[config.mk]
export PLATFORM = sky130hd
export DESIGN_NAME = midpoint_circle_rasterizer_flat
export DESIGN_NICKNAME = d
export VERILOG_FILES = /design/src/rtl/mcr_pkg.sv /design/src/rtl/mcr_if.sv /design/src/rtl/midpoint_circle_rasterizer.sv /design/src/rtl/mcr_octant.sv /design/src/flat_wrapper.sv
export SDC_FILE = /design/constraint.sdc
export NUM_CORES = 1
export LEC_CHECK = 0
export BUFFER_PORTS_ARGS = -buffer_cell sky130_fd_sc_hd__buf_2
export CAP_MARGIN = 20
export CELL_PAD_IN_SITES_DETAIL_PLACEMENT = 2
export CELL_PAD_IN_SITES_GLOBAL_PLACEMENT = 2
export CORE_MARGIN = 1
export CORE_UTILIZATION = 39
export CTS_BUF_LIST = sky130_fd_sc_hd__clkbuf_8
export DETAILED_ROUTE_END_ITERATION = 10
export PLACE_DENSITY_LB_ADDON = 0.1
export SLEW_MARGIN = 20
export SYNTH_ARGS = -nofsm -noshare
export SYNTH_HDL_FRONTEND = slang
export SYNTH_SLANG_ARGS = --single-unit
[constraint.sdc]
create_clock -name clk -period 4.55 [get_ports clk]
set_input_delay 0.91 -clock clk [delete_from_list [all_inputs] [get_ports clk]]
set_output_delay 0.91 -clock clk [all_outputs]
set_load 0.03 [all_outputs]
[src/rtl/mcr_pkg.sv]
package mcr_pkg;

	// coordinate and accumulator widths
	localparam int COORD_BITS = 12;
	localparam int RAD_BITS   = COORD_BITS - 1;
	localparam int PIX_BITS   = COORD_BITS + 1;
	localparam int DEC_BITS   = COORD_BITS + 2;

	// points per symmetric set
	localparam int SET_POINTS = 8;
	localparam int IDX_BITS   = $clog2(SET_POINTS);
	localparam logic [IDX_BITS-1:0] LAST_IDX = IDX_BITS'(SET_POINTS - 1);

	typedef logic signed [COORD_BITS-1:0] coord_t;
	typedef logic signed [PIX_BITS-1:0]   pix_t;
	typedef logic signed [DEC_BITS-1:0]   dec_t;
	typedef logic [RAD_BITS-1:0]          rad_t;
	typedef logic [IDX_BITS-1:0]          idx_t;

	typedef enum logic [0:0] {
		OP_START = 1'b0,
		OP_STEP  = 1'b1
	} op_t;

endpackage

[src/rtl/mcr_if.sv]
interface mcr_cmd_if;
	import mcr_pkg::*;

	logic   valid;
	logic   ready;
	op_t    operation;
	coord_t center_x;
	coord_t center_y;
	rad_t   radius;

	modport source (output valid, operation, center_x, center_y, radius, input ready);
	modport sink   (input valid, operation, center_x, center_y, radius, output ready);
endinterface

interface mcr_pix_if;
	import mcr_pkg::*;

	logic valid;
	logic ready;
	pix_t pixel_x;
	pix_t pixel_y;
	logic last;
	logic done_res;

	modport source (output valid, pixel_x, pixel_y, last, done_res, input ready);
	modport sink   (input valid, pixel_x, pixel_y, last, done_res, output ready);
endinterface

[src/rtl/midpoint_circle_rasterizer.sv]
// items go to the circle state and sequencer, then points to the output register
// an item that emits gives eight points, one per cycle while the result side is ready
// a step while idle emits nothing
// the next item is accepted in the cycle the eighth point moves to the output register
// arst_n clears position, decision, center and active; the block comes up idle
module midpoint_circle_rasterizer (
	input  logic       clk,
	input  logic       arst_n,
	mcr_cmd_if.sink    cmd,
	mcr_pix_if.source  pix
);
	import mcr_pkg::*;

	coord_t cur_x_q, cur_y_q, held_cx_q, held_cy_q;
	dec_t   decision_q;
	logic   active_q;
	logic   busy_q;
	idx_t   idx_q;
	logic   out_valid_q;
	pix_t   out_x_q, out_y_q;
	logic   out_last_q, out_done_q;

	logic   out_load, set_end, accept, emit;
	coord_t step_x, step_y, start_y;
	dec_t   step_dec, start_dec, nx_w, ny_w;
	pix_t   pt_x, pt_y;

	// handshake control
	assign out_load = !out_valid_q || pix.ready;
	assign set_end  = busy_q && (idx_q == LAST_IDX) && out_load;
	assign cmd.ready = !busy_q || set_end;
	assign accept   = cmd.valid && cmd.ready;
	assign emit     = accept && ((cmd.operation == OP_START) || active_q);

	// midpoint step
	assign step_x = cur_x_q + COORD_BITS'(1);
	assign step_y = decision_q[DEC_BITS-1] ? cur_y_q : cur_y_q - COORD_BITS'(1);
	assign nx_w   = DEC_BITS'(step_x);
	assign ny_w   = DEC_BITS'(step_y);
	always_comb begin
		if (decision_q[DEC_BITS-1]) begin
			step_dec = decision_q + (nx_w <<< 1) + DEC_BITS'(1);
		end else begin
			step_dec = decision_q + (nx_w <<< 1) + DEC_BITS'(1) - (ny_w <<< 1);
		end
	end

	// start values
	assign start_y   = COORD_BITS'(cmd.radius);
	assign start_dec = DEC_BITS'(1) - DEC_BITS'(cmd.radius);

	// circle state, updated when a start, or a step on an active circle, is accepted
	always_ff @(posedge clk or negedge arst_n) begin
		if (!arst_n) begin
			cur_x_q    <= '0;
			cur_y_q    <= '0;
			decision_q <= '0;
			held_cx_q  <= '0;
			held_cy_q  <= '0;
			active_q   <= 1'b0;
		end else if (accept) begin
			if (cmd.operation == OP_START) begin
				held_cx_q  <= cmd.center_x;
				held_cy_q  <= cmd.center_y;
				cur_x_q    <= '0;
				cur_y_q    <= start_y;
				decision_q <= start_dec;
				active_q   <= (start_y >= 0);
			end else if (active_q) begin
				cur_x_q    <= step_x;
				cur_y_q    <= step_y;
				decision_q <= step_dec;
				active_q   <= (step_x <= step_y);
			end
		end
	end

	// point sequencer over the eight octants
	always_ff @(posedge clk or negedge arst_n) begin
		if (!arst_n) begin
			busy_q <= 1'b0;
			idx_q  <= '0;
		end else begin
			priority if (emit) begin
				busy_q <= 1'b1;
				idx_q  <= '0;
			end else if (busy_q && out_load) begin
				busy_q <= (idx_q != LAST_IDX);
				idx_q  <= idx_q + IDX_BITS'(1);
			end
		end
	end

	mcr_octant u_octant (
		.idx (idx_q),
		.cx  (held_cx_q),
		.cy  (held_cy_q),
		.x   (cur_x_q),
		.y   (cur_y_q),
		.px  (pt_x),
		.py  (pt_y)
	);

	// output register
	always_ff @(posedge clk or negedge arst_n) begin
		if (!arst_n) begin
			out_valid_q <= 1'b0;
		end else if (out_load) begin
			out_valid_q <= busy_q;
		end
	end

	always_ff @(posedge clk) begin
		if (out_load && busy_q) begin
			out_x_q    <= pt_x;
			out_y_q    <= pt_y;
			out_last_q <= (idx_q == LAST_IDX);
			out_done_q <= !active_q;
		end
	end

	assign pix.valid    = out_valid_q;
	assign pix.pixel_x  = out_x_q;
	assign pix.pixel_y  = out_y_q;
	assign pix.last     = out_last_q;
	assign pix.done_res = out_done_q;

	// checks
	a_idx_busy: assert property (@(posedge clk) disable iff (!arst_n)
		(idx_q != '0) |-> busy_q)
		else $error("point index moved while no set is pending");

	a_hold_in: assert property (@(posedge clk) disable iff (!arst_n)
		(busy_q && !set_end) |-> !cmd.ready)
		else $error("item taken while a set is still being emitted");

	a_start_set: assert property (@(posedge clk) disable iff (!arst_n)
		(accept && cmd.operation == OP_START) |=> (busy_q && idx_q == '0 && active_q))
		else $error("start did not open a new set");

	a_idle_step: assert property (@(posedge clk) disable iff (!arst_n)
		(accept && cmd.operation == OP_STEP && !active_q) |=> !busy_q)
		else $error("idle step produced points");

	a_x_pos: assert property (@(posedge clk) disable iff (!arst_n)
		active_q |-> !cur_x_q[COORD_BITS-1])
		else $error("x went negative on an active circle");
endmodule

[src/rtl/mcr_octant.sv]
module mcr_octant (
	input  mcr_pkg::idx_t   idx,
	input  mcr_pkg::coord_t cx,
	input  mcr_pkg::coord_t cy,
	input  mcr_pkg::coord_t x,
	input  mcr_pkg::coord_t y,
	output mcr_pkg::pix_t   px,
	output mcr_pkg::pix_t   py
);
	import mcr_pkg::*;

	pix_t cx_w, cy_w, x_w, y_w;

	// sign extend to the pixel width, sums wrap there
	assign cx_w = PIX_BITS'(cx);
	assign cy_w = PIX_BITS'(cy);
	assign x_w  = PIX_BITS'(x);
	assign y_w  = PIX_BITS'(y);

	// pick the octant point for this slot of the set
	always_comb begin
		unique case (idx)
			3'd0: begin px = cx_w + x_w; py = cy_w + y_w; end
			3'd1: begin px = cx_w + y_w; py = cy_w + x_w; end
			3'd2: begin px = cx_w - y_w; py = cy_w + x_w; end
			3'd3: begin px = cx_w - x_w; py = cy_w + y_w; end
			3'd4: begin px = cx_w - x_w; py = cy_w - y_w; end
			3'd5: begin px = cx_w - y_w; py = cy_w - x_w; end
			3'd6: begin px = cx_w + y_w; py = cy_w - x_w; end
			default: begin px = cx_w + x_w; py = cy_w - y_w; end
		endcase
	end
endmodule
[src/flat_wrapper.sv]
// flat-port wrapper written by rule: the top's interface ports become plain ports
module midpoint_circle_rasterizer_flat import mcr_pkg::*;
  (clk, arst_n, cmd_valid, cmd_operation, cmd_center_x, cmd_center_y, cmd_radius, cmd_ready, pix_valid, pix_pixel_x, pix_pixel_y, pix_last, pix_done_res, pix_ready);
  mcr_cmd_if cmd_i ();
  mcr_pix_if pix_i ();
  input  logic clk;
  input  logic arst_n;
  input wire logic [$bits(cmd_i.valid)-1:0] cmd_valid;
  input wire logic [$bits(cmd_i.operation)-1:0] cmd_operation;
  input wire logic [$bits(cmd_i.center_x)-1:0] cmd_center_x;
  input wire logic [$bits(cmd_i.center_y)-1:0] cmd_center_y;
  input wire logic [$bits(cmd_i.radius)-1:0] cmd_radius;
  output wire logic [$bits(cmd_i.ready)-1:0] cmd_ready;
  output wire logic [$bits(pix_i.valid)-1:0] pix_valid;
  output wire logic [$bits(pix_i.pixel_x)-1:0] pix_pixel_x;
  output wire logic [$bits(pix_i.pixel_y)-1:0] pix_pixel_y;
  output wire logic [$bits(pix_i.last)-1:0] pix_last;
  output wire logic [$bits(pix_i.done_res)-1:0] pix_done_res;
  input wire logic [$bits(pix_i.ready)-1:0] pix_ready;
  assign cmd_i.valid = cmd_valid;
  assign cmd_i.operation = cmd_operation;
  assign cmd_i.center_x = cmd_center_x;
  assign cmd_i.center_y = cmd_center_y;
  assign cmd_i.radius = cmd_radius;
  assign cmd_ready = cmd_i.ready;
  assign pix_valid = pix_i.valid;
  assign pix_pixel_x = pix_i.pixel_x;
  assign pix_pixel_y = pix_i.pixel_y;
  assign pix_last = pix_i.last;
  assign pix_done_res = pix_i.done_res;
  assign pix_i.ready = pix_ready;
  midpoint_circle_rasterizer u_core (.clk(clk), .arst_n(arst_n), .cmd(cmd_i), .pix(pix_i));
endmodule
# Word-level counts from Yosys, hierarchy flattened
# Index checks and enable logic that the tools add are counted.
# op_classes
addsub,15
n_lt_le_gt_ge,2
n_bitwise,1
mux,16
eq_ne,9
reduce_logical,21
# ops
cell,n
13-bit one-hot mux with 3 select lines,2
12-bit 2-to-1 mux,5
12-bit by 12-bit adder with 13-bit output,4
12-bit by 12-bit subtractor with 13-bit output,4
14-bit 2-to-1 mux,3
14-bit by 13-bit adder with 14-bit output,1
14-bit by 2-bit adder with 14-bit output (second input constant),1
14-bit by 13-bit subtractor with 14-bit output,1
12-bit by 2-bit adder with 12-bit output (second input constant),1
3-bit == test (second input constant),4
12-bit <= comparator,1
2-bit OR reduction,6
1-bit by 11-bit subtractor with 12-bit output (first input constant),1
12-bit by 2-bit subtractor with 12-bit output (second input constant),1
11-bit by 1-bit >= comparator with 1-bit output (second input constant),1
3-bit by 2-bit == test with 1-bit output (second input constant),2
3-bit 2-to-1 mux,2
1-bit logical AND,5
1-bit 2-to-1 mux,4
2-bit AND reduction,2
3-bit by 1-bit adder with 3-bit output (second input constant),1
3-bit by 1-bit == test with 1-bit output (second input constant),1
1-bit zero test,3
3-bit zero test,1
other kinds (5),7
# word_totals
out_inout_bits,30
regBits,96

# Depth between registers and ports, before layout
# Gate-level depths: netlist (run 1).
# logic_depth
depth_word,7
mapped_depth,20
depth_no_buf,19

# By module
# A second synthesis (run 1) with hierarchy kept.
# unflattened
hier_cells,978
hier_area_um2,8567.0
# modules_own_cells
module,instances,area_per_inst_um2,seq_area_each_um2,cells_each
midpoint_circle_rasterizer,1,5770.5,2542.4,565
mcr_octant,1,2796.4,0.0,413

# Least setup slack after synthesis (run 1)
# OpenSTA, ideal clock, no wires.
# synth_path
path_kind,register to register
start,register u_core.idx_q[2]
end,"register u_core.out_y_q[12], in the netlist u_core.pix.pixel_y[12], data pin"
setup_ns,0.260
setup_slack_ns,0.414
path_stages_with_launch,18
arrival_time_ns,3.876
period_less_slack_ns,4.136
path_buffers,2
required_ns,4.290
cell_sequence,dfrtp_1 > clkbuf_1 > inv_1 > clkbuf_1 > ha_1 > a21oi_1 > nand2_1 > o221a_2 > fa_1 > a21o_1 > a21oi_1 > o21bai_1 > a21oi_1 > nor2b_1 > o2111ai_1 > nand3_1 > o41a_1 > xnor2_1
# synth_between
elab_chain_len,3
elab_cells_between_ends,10
# synth_rtl
element,line,text
"start, declared",midpoint_circle_rasterizer.sv:18,idx_t idx_q;
"start signal, assigned",midpoint_circle_rasterizer.sv:89,idx_q <= idx_q + IDX_BITS'(1);
"3-bit == test, or another cell as far along",mcr_octant.sv:22,unique case (idx)
2-bit OR reduction (no line),-,
13-bit one-hot mux with 3 select lines (*),mcr_octant.sv:22,
named net u_core.pt_y[12],midpoint_circle_rasterizer.sv:26,"pix_t pt_x, pt_y;"
"end signal, assigned",midpoint_circle_rasterizer.sv:116,out_y_q <= pt_y;
"end, declared",midpoint_circle_rasterizer.sv:20,"pix_t out_x_q, out_y_q;"
# Mark *: on every way through the listed nets, which the timed path passes. The rest lies on a longest branch.
# A chain may end at the register's enable or synchronous reset.

# Final worst setup path (run 1)
# layout_path
start,register u_core.cur_y_q[0]
end,register u_core.decision_q[13]
# layout_between
elab_chain_len,6
# layout_rtl
element,line,text
"start, declared",midpoint_circle_rasterizer.sv:14,"coord_t cur_x_q, cur_y_q, held_cx_q, held_cy_q;"
"start signal, assigned",midpoint_circle_rasterizer.sv:66,cur_y_q <= start_y;
"start signal, assigned",midpoint_circle_rasterizer.sv:71,cur_y_q <= step_y;
12-bit by 2-bit subtractor with 12-bit output,midpoint_circle_rasterizer.sv:37,assign step_y = decision_q[DEC_BITS-1] ? cur_y_q : cur_y_q - COORD_BITS'(1);
12-bit 2-to-1 mux (*),midpoint_circle_rasterizer.sv:37,
14-bit by 13-bit subtractor with 14-bit output (*),midpoint_circle_rasterizer.sv:44,step_dec = decision_q + (nx_w <<< 1) + DEC_BITS'(1) - (ny_w <<< 1);
14-bit 2-to-1 mux (*),midpoint_circle_rasterizer.sv:41,if (decision_q[DEC_BITS-1]) begin
14-bit 2-to-1 mux (*),midpoint_circle_rasterizer.sv:69,end else if (active_q) begin
14-bit 2-to-1 mux (*),midpoint_circle_rasterizer.sv:62,if (cmd.operation == OP_START) begin
"end signal, assigned",midpoint_circle_rasterizer.sv:67,decision_q <= start_dec;
"end signal, assigned",midpoint_circle_rasterizer.sv:72,decision_q <= step_dec;
"end, declared",midpoint_circle_rasterizer.sv:15,dec_t decision_q;
# Every way passes the cells marked *; elsewhere a longest branch is shown, timed or not. The select of a mux whose other input is x is not followed.

==> impl_metrics.py, run 1 <==
metrics = {
    "run_status": {
        "outcome": "complete, no violations",
    },
    "grt": {
        "antenna_found_initial": 1,
        "grt_usage_pct": 27.4,
        "use_met1_pct": 33.8,
        "grt_max_degree": 48,
        "top_usage_layer": "met2",
        "met3_usage_pct": 3.20,
        "grt_use_met2_pct": 49.5,
        "grt_pass1_wl_um": 45800,
        "grt_pass1_vias": 8157,
        "grt_overflow": 0,
    },
    "hold_path": {
        "hold-path-endpoint": "u_core.pix.valid$_DFFE_PN0N_",
        "hold_depth": 1,
        "min_path_type": "reg2reg",
        "worstHoldStart": "u_core.busy_q$_DFFE_PN0P_",
    },
    "drt": {
        "vias": 7532,
        "drt_iter0_markers": 358,
        "ant_nets": 0,
        "first_pass_iters": 7,
        "drc": 0,
        "vias_per_cell": 5.80,
        "wl_per_cell_um": 22.2,
        "finalWirelength_um": 28800,
    },
    "sta": {
        "max_slew_margin_pct": 39.4,
        "worstMarginPinSlew_ps": 909,
        "hold_viol_final": 0,
        "holdWs_ps": 480,
        "max_freq_ghz": 0.234,
        "skew_ps": 17.1,
        "final-setup-viol-count": 0,
        "slew_viol_final": 0,
        "fin_crit_sh_pct": 94.1,
        "period_needed_ps": 4280,
        "fin_tns_setup_ps": 0,
    },
    "yosys": {
        "synth_edf_count": 28,
        "synth_flop_cell": "dfrtp_1",
        "yosys.area.top_type": "dfrtp_1",
        "syn-num-nets": 1061,
        "synthCells": 945,
        "yosys-top-cells-area": "dfrtp_1, ha_1, edfxtp_1",
        "synth_top_area_share_pct": 20.8,
        "synth_cell_type_count": 71,
        "synth.most_common_cell": "nand2_1",
        "syn_area_per_cell_um2": 8.65,
        "ys_seq_area_share_pct": 31.1,
        "ys_ff_latch": 96,
        "async_flop_share_pct": 70.8,
        "yosysWarnings": 0,
        "syn_area_mm2": 0.00817,
        "ys_top_cells_by_count": "nand2_1, nor2_1, o21ai_0, ha_1, dfrtp_1",
    },
    "floorplanning": {
        "row_count": 52,
        "fp.coreArea_mm2": 0.0204,
        "fp.dieW_um": 147,
        "dieArea_mm2": 0.0215,
        "initial_core_util_pct": 40.1,
        "num_io_pins": 70,
        "die_h_um": 147,
    },
    "cells_and_area": {
        "area_delta_synth_final_pct": 14.3,
        "seq_area_mm2": 0.00254,
        "fin_nets": 1139,
        "drive_gt1_share_pct": 19.1,
        "num-fill-cells": 2311,
        "antenna_cells": 0,
        "multi_input_area_mm2": 0.00536,
    },
    "worst_setup_path": {
        "regToRegSetupSlack_ps": 270,
        "reg2reg_depth": 16,
        "worst_ep_arrival_time_ps": 4600,
        "startpoint_type": "register",
        "crit_required_ps": 4870,
        "r2r_end": "u_core.decision_q[13]$_DFFE_PN0P_",
        "cp-end-kind": "register",
        "timing.rr.start": "u_core.cur_y_q[0]$_DFFE_PN0P_",
        "worst-setup-path-type": "reg2reg",
        "cp-startpoint": "u_core.cur_y_q[0]$_DFFE_PN0P_",
        "critPathMaxFanout": 6,
    },
    "placed_design": {
        "portBuffers": 69,
        "gp_congestion": 0.875,
        "post-dp-hpwl_um": 22200,
    },
    "clock_tree": {
        "clock_latency_ps": 400,
        "clockRootBuffer": "clkbuf_8",
        "numCtsBuffers": 9,
        "cts_hold_buf": 0,
        "cts_sinks": 96,
        "ctsHtreeMaxLevel": 3,
        "cts_tree": "built",
        "clockBufferDepth": 2,
        "clk_pin_slew_ps": 110,
    },
    "run": {
        "cap_violations": 0,
    },
}
-- what timing repair did --
item,4_1_cts,5_1_grt
endpoints found under the setup margin,0,6
hold endpoints to repair,0,0
buffers inserted,0,2
gates resized for setup,0,18
-- cell type report --
cell class / count / area share, %
clock buffer: 9 / 1.33
multi-input combinational: 759 / 57.4
timing repair buffer: 118 / 7.66
clock inverter: 7 / 1.22
tap: 270 / 3.61
sequential: 96 / 27.2
inverter: 39 / 1.57
-- state kept, by name (all words and copies together) (netlist names) --
register,cells
u_core.pix.done_res,1
u_core.held_cx_q,12
u_core.cur_y_q,12
u_core.decision_q,14
u_core.idx_q,3
u_core.cur_x_q,12
u_core.active_q,1
u_core.pix.pixel_x,13
u_core.pix.last,1
u_core.busy_q,1
u_core.held_cy_q,12
u_core.pix.pixel_y,13
u_core.pix.valid,1
-- logic make-up after synthesis --
logic type / Yosys count / synth area share [%]
compound gates: 288 / 23.1
buf+inv: 90 / 4.35
mux: 33 / 4.44
xor+xnor: 76 / 8.14
flops: 96 / 31.1
simple gates: 286 / 16.9
fa+ha+maj: 76 / 12.0
-- metrics by stage --
step	std cells	utilization [%]	instance area [um2]	setup slack [ps]
floorplan	945	-	8170	414
global route	1298	45.9	9350	-16.3
global placement	1280	44.3	9020	247
finish	1298	45.9	9350	268
CTS	1296	45.5	9260	6.37
detailed placement	1280	44.3	9020	106
-- worst max-delay path by stage --
stage | depth (start not counted) | slack [ps] | endpoint
6_report | 16 | 270 | u_core.decision_q[13]$_DFFE_PN0P_
5_1_grt | 16 | -20 | u_core.decision_q[13]$_DFFE_PN0P_
4_1_cts | 16 | 6 | u_core.decision_q[13]$_DFFE_PN0P_
3_5_place_dp | 16 | 110 | u_core.decision_q[13]$_DFFE_PN0P_
3_3_place_gp | 16 | 250 | u_core.decision_q[13]$_DFFE_PN0P_
2_1_floorplan | 17 | 410 | u_core.pix.pixel_y[12]$_DFFE_PP_
-- worst max-delay path, cell delays in order, from the launching register on --
cell and delay [ps]:
dfrtp_1 470, inv_1 180, ha_1 240, inv_1 140, or3_1 440, or3_1 470, nor2_1 230, xnor2_2 230
ha_1 340, o21a_1 120, o31a_1 140, o31a_1 290, o32ai_1 240, nor3_1 160, nor4_1 260, o21ai_1 90
a2bb2oi_1 170
-- routing by layer --
metal | wire length, um | vias up
met3 | 938 | 34
met4 | 607 | 2
met5 | 9 | -
met1 | 12500 | 3782
li1 | - | 3608
met2 | 14800 | 106
-- layout by cell type, fill, tap and decap left out, types with 6 or more instances in the layout --
cell / count
o21ai_0: 81
and3_1: 8
ha_1: 68
nand2_1: 89
nand3_1: 26
inv_1: 41
a32o_1: 8
mux2i_1: 7
a211oi_1: 12
a21o_1: 8
or3_1: 10
a222oi_1: 6
o22ai_1: 11
xor2_1: 17
nor2_1: 82
buf_2: 68
a21oi_1: 60
a31oi_1: 7
clkbuf_8: 9
mux2_2: 26
buf_4: 50
nor4_1: 6
nor2b_1: 11
xnor2_1: 55
edfxtp_1: 28
o21bai_1: 6
a221o_1: 6
nor3_1: 23
dfrtp_1: 66
o31a_1: 6
o21a_1: 21
Power of run 1 is left out: the tool's default activity adds up to more than one toggle a clock period on the data nets, which glitch-free logic cannot reach.
==> inputs of run 2 (changes only) <==
- CORE_UTILIZATION: 39 -> 38
- CTS_BUF_LIST: sky130_fd_sc_hd__clkbuf_8 -> sky130_fd_sc_hd__clkbuf_16
- clock period: 4.55 -> 4.6 ns (I/O delays scaled with it)
==> run 2 against run 1 <==
Die area is 2.6% higher. First-iteration DRC count up 15%. Setup slack got worse by 50 ps. Sequential share of layout area grew 0.23 points. Global-route usage is 0.20 points higher. Hold slack better by 23 ps.
==> impl_metrics.py, run 2 (synthesis results as in run 1) <==
metrics = {
    "worst_setup_path": {
        "worst_ep_arrival_time_ps": 4660,
        "slowest_delay_ps": 490,
        "cp-endpoint": "u_core.decision_q[13]$_DFFE_PN0P_",
        "timing.rr.start": "u_core.cur_x_q[0]$_DFFE_PN0P_",
        "critPathMaxFanout": 10,
        "cp-end-kind": "register",
        "reg2reg_depth": 16,
        "r2r_end": "u_core.decision_q[13]$_DFFE_PN0P_",
        "cp-startpoint": "u_core.cur_x_q[0]$_DFFE_PN0P_",
        "startpoint_type": "register",
        "regToRegSetupSlack_ps": 220,
        "crit_required_ps": 4870,
        "slowest_stage": "dfrtp_2",
        "worst-setup-path-type": "reg2reg",
        "path_cells": "ha_1 > and3_1 > and3_1 > xor2_2 > ha_2 > and2_1 > or3_1 > o211ai_1 > nor4_4 > ha_1 > or2_2 > o32ai_1 > o21a_1 > nor4_1 > o21ai_1 > a2bb2oi_1",
    },
    "cells_and_area": {
        "num-fill-cells": 2422,
        "largest_reg_flops": 14,
        "area_delta_synth_final_pct": 13.3,
        "drive_gt1_share_pct": 17.1,
        "top_register": "u_core.decision_q",
        "final_common_cell": "nand2_1",
        "multi_input_area_mm2": 0.00530,
        "antenna_cells": 0,
        "seq_area_mm2": 0.00254,
        "fin_nets": 1131,
        "final_cell_mix": "nand2_1, o21ai_0, nor2_1",
    },
    "sta": {
        "slew_viol_final": 0,
        "skew_ps": 7.40,
        "worstMarginPinSlew_ps": 1020,
        "fin_tns_setup_ps": 0,
        "hold_viol_final": 0,
        "rsz0062_at_grt": "no",
        "fin_crit_sh_pct": 95.3,
        "max_slew_margin_pct": 32.3,
        "period_needed_ps": 4380,
        "final-setup-viol-count": 0,
        "max_freq_ghz": 0.228,
    },
    "run_status": {
        "outcome": "complete, no violations",
    },
    "placed_design": {
        "post-dp-hpwl_um": 22700,
        "gp_congestion": 0.890,
        "portBuffers": 69,
    },
    "clock_tree": {
        "numCtsBuffers": 9,
        "clock_latency_ps": 360,
        "cts_tree": "built",
        "cts_sinks": 96,
        "postCtsSetupBuffers": 0,
        "clk_pin_slew_ps": 70,
        "ctsHtreeMaxLevel": 3,
        "clockRootBuffer": "clkbuf_16",
        "clockBufferDepth": 2,
    },
    "floorplanning": {
        "row_count": 53,
        "fp.coreArea_mm2": 0.0211,
        "dieArea_mm2": 0.0221,
        "initial_core_util_pct": 38.8,
        "num_io_pins": 70,
        "die_h_um": 149,
        "fp.dieW_um": 149,
    },
    "drt": {
        "vias": 7602,
        "drt_iter0_markers": 412,
        "ant_nets": 0,
        "wl_per_cell_um": 22.6,
        "drc": 0,
        "first_pass_iters": 6,
        "finalWirelength_um": 29300,
        "vias_per_cell": 5.87,
    },
    "grt": {
        "grt_pass1_wl_um": 46100,
        "antenna_found_initial": 0,
        "grt_usage_pct": 27.6,
        "grt_max_degree": 69,
        "grt_overflow": 0,
        "grt_pass1_vias": 7978,
    },
    "run": {
        "cap_violations": 0,
    },
    "hold_path": {
        "min_path_type": "reg2reg",
    },
}
-- run 2: cell count changes in the layout (fill, tap and decap cells not counted), sizes merged --
| cell | previous run | this run |
|---|---|---|
| buf | 118 | 110 |
| bufinv | 3 | 0 |
| clkinvlp | 1 | 3 |
| inv | 41 | 42 |
-- run 2: area by class of cell --
type | count | area share, %
Sequential cell | 96 | 27.5
Clock buffer | 9 | 2.43
Multi-Input combinational cell | 759 | 57.2
Clock inverter | 7 | 0.459
Tap cell | 275 | 3.71
Inverter | 39 | 1.58
Timing Repair Buffer | 110 | 7.12
-- run 2: critical path, delay by kind of cell, from the launching register on --
family,cells,cell delay (ps)
simple gates,7,1750
fa+ha+maj,3,1070
flops,1,490
xor+xnor,1,190
compound gates,5,800
-- run 2: metal layers --
layer / part of all wire (%) / global-route usage [%]
met5: 0 / 0
met4: 3.5 / 11.5
met3: 2.2 / 2.24
met2: 51 / 49.0
met1: 44 / 34.2
-- run 2: through the flow --
stage               util, %  hold slack (ps)  cells  setup slack, ps  cell area [um2]
floorplan                 -              448    945              464             8170
finish                 43.9              503   1295              218             9260
detailed placement     42.6              492   1279              190             8980
global route           43.9              540   1295             7.73             9260
CTS                    43.9              508   1295             72.9             9250
global placement       42.6              471   1279              281             8980
-- run 2: worst min path at each step --
stage | startpoint | slack, ps | cells after the start | endpoint
global route | u_core.held_cx_q[9]$_DFFE_PN0P_ | 540 | 1 | u_core.held_cx_q[9]$_DFFE_PN0P_
finish | u_core.busy_q$_DFFE_PN0P_ | 500 | 1 | u_core.pix.valid$_DFFE_PN0N_
detailed placement | u_core.busy_q$_DFFE_PN0P_ | 490 | 1 | u_core.pix.valid$_DFFE_PN0N_
global placement | u_core.busy_q$_DFFE_PN0P_ | 470 | 1 | u_core.pix.valid$_DFFE_PN0N_
CTS | u_core.busy_q$_DFFE_PN0P_ | 510 | 1 | u_core.pix.valid$_DFFE_PN0N_
floorplan | u_core.busy_q$_DFFE_PN0P_ | 450 | 1 | u_core.pix.valid$_DFFE_PN0N_
-- run 2: what timing repair did --
item,in CTS,in global routing
hold buffers,0,0
setup endpoints to repair,0,5
resized for setup,0,4
Power of run 2 is left out for the same reason.
==> inputs of run 3 (changes only) <==
- PLACE_DENSITY: default -> 0.9
- PLACE_DENSITY_LB_ADDON: 0.1 -> default
==> run 3 against run 2 <==
Non-clock buffer count is 2 higher. Final area is 1.2% higher. Critical path depth unchanged.
==> impl_metrics.py, run 3 (synthesis results as in run 1) <==
metrics = {
    "run_status": {
        "outcome": "complete, no violations",
    },
    "cells_and_area": {
        "area_delta_synth_final_pct": 14.7,
        "antenna_cells": 0,
        "final_common_cell": "nand2_1",
        "fin_util_pct": 44.5,
        "seq_area_mm2": 0.00254,
        "fin_nets": 1133,
        "drive_gt1_share_pct": 18.5,
        "top_register": "u_core.decision_q",
        "final_cell_mix": "nand2_1, o21ai_0, nor2_1",
        "stdcell_count": 1297,
        "largest_reg_flops": 14,
        "num-fill-cells": 2362,
        "design_area_mm2": 0.00937,
        "multi_input_area_mm2": 0.00537,
    },
    "drt": {
        "finalWirelength_um": 35300,
        "drt_iter0_markers": 625,
        "first_pass_iters": 5,
        "vias_per_cell": 6.36,
        "vias": 8243,
        "wl_per_cell_um": 27.2,
        "drc": 0,
        "ant_nets": 0,
    },
    "clock_tree": {
        "numCtsBuffers": 9,
        "cts_tree": "built",
        "cts_hold_buf": 0,
        "cts_sinks": 96,
        "clk_pin_slew_ps": 80,
        "clockRootBuffer": "clkbuf_16",
        "clock_latency_ps": 390,
        "ctsHtreeMaxLevel": 3,
        "clockBufferDepth": 2,
    },
    "sta": {
        "skew_ps": 26.3,
        "rsz0062_at_grt": "yes",
        "hold_viol_final": 0,
        "final-setup-viol-count": 0,
        "finalWorstSetupSlack_ps": 4.34,
        "max_slew_margin_pct": 34.0,
        "max_freq_ghz": 0.218,
        "worstMarginPinSlew_ps": 990,
        "slew_viol_final": 0,
        "fin_crit_sh_pct": 99.9,
        "period_needed_ps": 4600,
    },
    "placed_design": {
        "pre_cts_slack_ps": -110,
        "gp_congestion": 0.871,
        "place_area_mm2": 0.00899,
        "portBuffers": 69,
        "placed_cells": 1281,
        "post-dp-hpwl_um": 25400,
    },
    "worst_setup_path": {
        "worst_ep_arrival_time_ps": 4880,
        "startpoint_type": "register",
        "critPathMaxFanout": 9,
        "crit_required_ps": 4890,
        "reg2reg_depth": 16,
        "cp-end-kind": "register",
        "worst-setup-path-type": "reg2reg",
        "regToRegSetupSlack_ps": 4,
    },
    "run": {
        "cap_violations": 0,
    },
    "grt": {
        "grt_usage_pct": 32.3,
        "grt_pass1_wl_um": 53900,
        "antenna_found_initial": 0,
        "grt_overflow": 0,
        "grt_pass1_vias": 9201,
        "grt_max_degree": 69,
    },
    "floorplanning": {
        "die_h_um": 149,
        "fp.dieW_um": 149,
        "dieArea_mm2": 0.0221,
        "fp.coreArea_mm2": 0.0211,
        "row_count": 53,
        "initial_core_util_pct": 38.8,
        "num_io_pins": 70,
    },
    "hold_path": {
        "hold_depth": 2,
        "min_path_type": "reg2reg",
    },
}
## run 3: cell count changes in the layout (fill, tap and decap cells not counted), moves of 2 or more
cell,change
buf_4,+3
o41ai_2,+3
inv_1,-3
o41ai_1,-3
inv_6,+2
## run 3: layout make-up
| cell class | count | area share (%) |
|---|---|---|
| inverter | 39 | 1.56 |
| sequential | 96 | 27.1 |
| clock inverter | 7 | 0.828 |
| clock buffer | 9 | 2.40 |
| timing repair buffer | 112 | 7.15 |
| multi-input combinational | 759 | 57.2 |
| tap | 275 | 3.67 |
## run 3: final timing paths
kind / start / end
max in group asynchronous: arst_n / u_core.cur_x_q[3]$_DFFE_PN0P_
max reg2reg: u_core.cur_x_q[1]$_DFFE_PN0P_ / u_core.decision_q[13]$_DFFE_PN0P_
min reg2reg: u_core.decision_q[4]$_DFFE_PN0P_ / u_core.decision_q[4]$_DFFE_PN0P_
min: u_core.decision_q[4]$_DFFE_PN0P_ / u_core.decision_q[4]$_DFFE_PN0P_
min in group asynchronous: arst_n / u_core.held_cy_q[10]$_DFFE_PN0P_
max: u_core.cur_x_q[1]$_DFFE_PN0P_ / u_core.decision_q[13]$_DFFE_PN0P_
## run 3: what timing repair did
item	CTS	global route
setup buffers	0	0
setup endpoints to repair	2	7
pin swaps	0	1
gates resized for setup	6	9
gates cloned	0	0
## run 3: through the flow
stage	setup TNS (ps)	hold slack, ps
detailed placement	-110	492
CTS	0	510
finish	0	504
global route	-158	536
floorplan	0	448
global placement	0	452
## run 3: worst max-delay path, cell delays in order, from the launching register on
cell and delay (ps):
dfrtp_1 500, ha_1 250, and3_1 250, and3_1 270, xor2_2 290, ha_1 400
and2_1 260, and3_1 210, a311oi_2 360, xnor2_1 190, ha_1 360, inv_1 50
a31o_2 240, nor3_1 320, nor3_1 90, a31oi_1 230, a2bb2oi_1 230
## run 3: per-layer routing
metal	wire, um	up-vias	GRT usage, %	share of wire (%)
li1	-	3592	-	-
met1	13200	4221	34.4	37
met2	18500	313	59.7	52
met3	1770	117	5.25	5.0
met4	1820	0	18.6	5.1
met5	0	-	0	0
Power of run 3 is left out for the same reason.
